### src/rtl/vrfh_pkg.sv
`timescale 1ns / 1ps
package vrfh_pkg;

  // default build values
  localparam int DEF_VOL_DIM    = 64;
  localparam int DEF_STEP_LIMIT = 512;
  localparam int DEF_VOXEL_BITS = 8;

  // fixed field widths
  localparam int COORD_W   = 6;
  localparam int VALUE_W   = 8;
  localparam int START_W   = 20;
  localparam int DIR_W     = 16;
  localparam int THR_W     = 8;
  localparam int STEPS_W   = 10;
  localparam int SIZE_W    = 7;
  localparam int HIT_W     = 12;
  localparam int FRAC_W    = 14;
  localparam int START_FRAC_W = 8;
  localparam int CFG_IDX_W = 3;
  localparam int CFG_DATA_W = 16;
  localparam int S_TDATA_W = 88;
  localparam int M_TDATA_W = 48;

  // register reset values
  localparam logic signed [DIR_W-1:0] RST_DIR_X   = 16'sd16384;
  localparam logic signed [DIR_W-1:0] RST_DIR_Y   = 16'sd0;
  localparam logic signed [DIR_W-1:0] RST_DIR_Z   = 16'sd0;
  localparam logic [THR_W-1:0]        RST_THR     = 8'd70;
  localparam logic [STEPS_W-1:0]      RST_STEPS   = 10'd512;
  localparam logic [SIZE_W-1:0]       RST_SIZE    = 7'd64;

  // request kinds
  localparam logic REQ_WRITE = 1'b0;
  localparam logic REQ_CAST  = 1'b1;

  // register map
  typedef enum logic [CFG_IDX_W-1:0] {
    CFG_DIR_X  = 3'd0,
    CFG_DIR_Y  = 3'd1,
    CFG_DIR_Z  = 3'd2,
    CFG_THR    = 3'd3,
    CFG_STEPS  = 3'd4,
    CFG_SIZE_X = 3'd5,
    CFG_SIZE_Y = 3'd6,
    CFG_SIZE_Z = 3'd7
  } cfg_idx_t;

  // controller to datapath
  typedef struct packed {
    logic write;
    logic start;
    logic run;
    logic load_out;
  } cmd_t;

  // datapath to controller
  typedef struct packed {
    logic hit;
    logic done;
    logic out_free;
  } sts_t;

endpackage

### src/rtl/vrfh_ctrl.sv
`timescale 1ns / 1ps
module vrfh_ctrl import vrfh_pkg::*; (
  input  logic clk,
  input  logic rst,
  input  logic s_tvalid,
  input  logic req_kind,
  input  sts_t sts,
  output logic s_tready,
  output cmd_t cmd
);

  typedef enum logic {
    ST_IDLE,
    ST_CAST
  } state_t;

  state_t state;
  logic   accept;
  logic   fin;

  assign accept = s_tvalid && s_tready;
  assign fin    = sts.hit || sts.done;

  // command decode
  always_comb begin
    cmd = '0;
    case (state)
      ST_IDLE: begin
        cmd.write = accept && (req_kind == REQ_WRITE);
        cmd.start = accept && (req_kind == REQ_CAST);
      end
      ST_CAST: begin
        cmd.run      = !fin;
        cmd.load_out = fin && sts.out_free;
      end
      default: cmd = '0;
    endcase
  end

  // state and ready
  always_ff @(posedge clk) begin
    if (rst) begin
      state    <= ST_IDLE;
      s_tready <= 1'b1;
    end else begin
      case (state)
        ST_IDLE: begin
          if (cmd.start) begin
            state    <= ST_CAST;
            s_tready <= 1'b0;
          end
        end
        ST_CAST: begin
          if (cmd.load_out) begin
            state    <= ST_IDLE;
            s_tready <= 1'b1;
          end
        end
        default: begin
          state    <= ST_IDLE;
          s_tready <= 1'b1;
        end
      endcase
    end
  end

endmodule

### config.mk
export PLATFORM = sky130hd
export DESIGN_NAME = vrfh_ctrl
export DESIGN_NICKNAME = d
export VERILOG_FILES = /design/src/rtl/vrfh_pkg.sv /design/src/rtl/vrfh_ctrl.sv
export SDC_FILE = /design/constraint.sdc
export NUM_CORES = 1
export LEC_CHECK = 0
export BUFFER_PORTS_ARGS = -buffer_cell sky130_fd_sc_hd__buf_2
export CORE_AREA = 4 4 41 43
export DETAILED_ROUTE_END_ITERATION = 12
export DIE_AREA = 0 0 45 47
export PLACE_DENSITY_LB_ADDON = 0.05
export SLEW_MARGIN = 40
export SYNTH_ARGS = -nofsm -noshare
export SYNTH_HDL_FRONTEND = slang
export SYNTH_SLANG_ARGS = --single-unit
### constraint.sdc
create_clock -name clk -period 1.15 [get_ports clk]
set_input_delay 0.23 -clock clk [delete_from_list [all_inputs] [get_ports clk]]
set_output_delay 0.23 -clock clk [all_outputs]
set_load 0.01 [all_outputs]
# Word-level counts from Yosys, hierarchy flattened
# Index checks and enable logic that the tools add are counted.
classes:
  eq_ne: 2
  mux: 8
  bitwise: 2
  n_reduce_logical: 7
ops:
  columns: ["op", "count"]
  rows:
  - ["1-bit logical AND", 4]
  - ["1-bit 2-to-1 mux", 4]
  - ["2-bit 2-to-1 mux", 2]
  - ["2-bit inequality test, second input constant", 2]
  - ["1-bit case mux with 2 select lines", 2]
  - ["1-bit NOT", 2]
  - ["2-bit AND reduction", 1]
  - ["1-bit zero test", 1]
  - ["1-bit logical OR", 1]
word_totals:
  ff_bits: 2
  out_inout_bits: 5
  wordCells: 21

# Longest topological paths before layout
logic_depth:
  ltp_word: 5
  mapped_depth: 2

# Worst setup path before layout
# Ideal clock, no wire load.
synth_timing:
  kind: "flip-flop to output port"
  from: "reg s_tready"
  to: "out cmd[3] in the netlist's numbering"
  t_arrival_ns: 0.733
  required_time_ns: 0.920
  setup_slack_ns: 0.187
  stages_incl_launch_ff: 3
  n_path_buf: 0
  path_cell_list: "dfxtp_1 > nand2_1 > nor3_1"
synth_rtl:
  columns: ["item", "line", "rtl"]
  rows:
  - ["start, declared", "vrfh_ctrl.sv:8", "output logic s_tready,"]
  - ["start signal, assigned", "vrfh_ctrl.sv:44", "s_tready <= 1'b1;"]
  - ["start signal, assigned", "vrfh_ctrl.sv:50", "s_tready <= 1'b0;"]
  - ["start signal, assigned", "vrfh_ctrl.sv:56", "s_tready <= 1'b1;"]
  - ["end, declared", "vrfh_ctrl.sv:9", "output cmd_t cmd"]

==> flow_metrics.py <==
metrics = {
    "run_status": {
        "outcome": "finished, violations left",
        "violations": "negative setup slack",
    },
    "setup_path": {
        "worst-endpoint-arrival_ns": 0.93,
        "r2r-start": "state",
        "crit_type": "flip-flop to primary output",
        "r2r_end": "s_tready",
        "path_buf_inv": 2,
        "reg2reg_depth": 3,
        "cp_top_family": "flip-flops",
        "crit_end": "cmd[2]",
        "r2r_slack_ns": 0.09,
        "start_kind": "flip-flop",
        "crit_cells": 3,
        "cp_max_fo": 5,
        "critPathSlowestCell": "dfxtp_2",
        "required_ns": 0.92,
        "crit_start": "state",
        "endpoint_kind": "primary output",
        "crit_chain": "nand4b_1 > inv_1 > buf_2",
        "critical-path-max-stage-delay_ns": 0.32,
    },
    "grt": {
        "grt_usage_pct": 4.65,
        "grt_pass1_vias": 139,
        "grt_pass1_wl_um": 614,
        "overflow": 0,
        "antenna_found_initial": 0,
        "grt_start_max_net_pins": 6,
    },
    "synthesis": {
        "yosys_warnings": 0,
        "synth_area_leaders": "dfxtp_1, nor3_1, o211a_1",
        "synth_commonest_cells": "dfxtp_1, nor3_1",
        "synth.yosys.seq_area_share_pct": 40.5,
        "synth_top_area_cell": "dfxtp_1",
        "synth-async-reset-ratio_pct": 0,
        "synth_cells": 11,
        "synth_area_per_cell_um2": 8.99,
        "synth_nets": 18,
        "synth_cell_types": 9,
        "synth_area_um2": 98.8,
        "synth.top_cell.area_share_pct": 40.5,
        "ys_ff_latch": 2,
        "synth-main-ff-cell": "dfxtp_1",
        "synth-edff-count": 0,
    },
    "die": {
        "fp.dieArea_um2": 2120,
        "fp.coreArea_um2": 1300,
        "start_util_pct": 7.60,
        "top_level_ports": 12,
        "die_w_um": 45,
        "die_h_um": 47,
        "rows": 13,
    },
    "cells_and_area": {
        "drive_above_1_share_pct": 70.4,
        "area_growth_pct": 120,
        "final_area_um2": 218,
        "nNetsFinal": 36,
        "fill_cells": 162,
        "insertedDiodeCount": 0,
    },
    "sta": {
        "finClkSkew_ns": 0.000231,
        "worst_slack_ns": -0.00829,
        "max_freq_mhz": 863,
        "worst_pin_slew_ns": 0.154,
        "hold_ws_ns": 0.182,
        "rsz0062_at_grt": "yes",
        "period_share_pct": 101,
        "slew_headroom_pct": 89.7,
        "hold_violations": 0,
        "slew_viol_final": 0,
        "setup_viol": 1,
        "fin_crit_ns": 1.16,
    },
    "power": {
        "leakage_uw": 0.000122,
        "ir_drop_mv": 0.412,
        "p_per_area_nw_per_um2": 1300,
        "power_uw": 284,
    },
    "clock_tree": {
        "tritoncts": "built",
        "root_buffer": "clkbuf_4",
        "path_clk_slew_ns": 0.03,
        "cts_made_buffers": 3,
        "clock_latency_ns": 0.22,
        "clock_path_buffers": 2,
        "clock_sinks": 2,
        "htreeDepth": 1,
    },
    "route": {
        "via_per_inst": 3.64,
        "drt_iter0_drc": 3,
        "vias": 153,
        "drt-total-wl_um": 373,
        "ant_nets": 0,
        "dr.pass1.iters": 4,
        "drcViolationCount": 0,
        "wl_per_cell_um": 8.88,
    },
    "placement": {
        "place_area_um2": 173,
        "globalplace.congestion": 0.605,
        "numPortBuffers": 11,
    },
    "flow_run": {
        "drv_cap": 0,
    },
    "min_path": {
        "min_path_type": "input pin to flip-flop",
    },
}
## what timing repair did
item                                    in CTS  in global routing
resized for setup                            3                  0
endpoints found under the hold margin        0                  0
hold buffers                                 0                  0
endpoints found under the setup margin       4                  4
setup buffers                                1                  1
gates cloned                                 0                  0
pin swaps                                    0                  1
## report_power, final
group / leakage [µW] / switching [µW] / internal (µW)
logic: 0.0000915 / 22.5 / 27.9
clock network: 0.0000138 / 35.4 / 115
registers: 0.0000165 / 6.49 / 76.9
## registers in the layout (all words and copies together) (netlist names)
name	cells
state	1
s_tready	1
## layout by cell type, fill, tap and decap left out
| master | instances |
|---|---|
| clkbuf_4 | 3 |
| o211a_1 | 1 |
| nand4b_1 | 1 |
| dfxtp_2 | 2 |
| inv_1 | 1 |
| nand2_1 | 1 |
| buf_4 | 2 |
| buf_2 | 11 |
| a211o_1 | 1 |
| nor3_1 | 2 |
| a31oi_1 | 1 |
| nor3b_2 | 1 |
## routing by layer
layer	wire length (µm)	share of wire, %	vias up	global-route usage [%]
met1	163	44	69	4.98
met4	0	0	0	3.51
met5	0	0	-	0
met3	50	13	0	4.98
li1	-	-	76	-
met2	159	43	8	5.08
## logic make-up after synthesis
logic type,synth area share (%)
simple gates,30.4
buf+inv,3.79
compound gates,25.3
flops,40.5
## worst min-delay path by stage
stage | cells after the start | slack (ns) | from | to
CTS | 2 | 0.18 | rst | state
detailed placement | 2 | 0.42 | rst | state
finish | 2 | 0.18 | rst | state
floorplan | 1 | 0.31 | rst | state
global placement | 2 | 0.42 | rst | state
global route | 2 | 0.18 | rst | state
## final cells by class
type	count	area, µm²	area share [%]
Inverter	1	3.75	1.72
Sequential cell	2	42.5	19.5
Clock buffer	3	22.5	10.3
Tap cell	15	18.8	8.62
Multi-Input combinational cell	8	60.1	27.6
Timing Repair Buffer	13	70.1	32.2
## per-stage QoR
stage / instances / setup WS [ns] / setup TNS (ns) / utilization [%]
5_1_grt: 42 / -0.0876 / -0.173 / 16.7
6_report: 42 / -0.00829 / -0.00829 / 16.7
2_1_floorplan: 11 / 0.187 / 0 / -
4_1_cts: 41 / -0.0310 / -0.0310 / 16.2
3_5_place_dp: 37 / 0.176 / 0 / 13.3
3_3_place_gp: 37 / 0.167 / 0 / 13.3
Power figures use the tool's default switching activity.
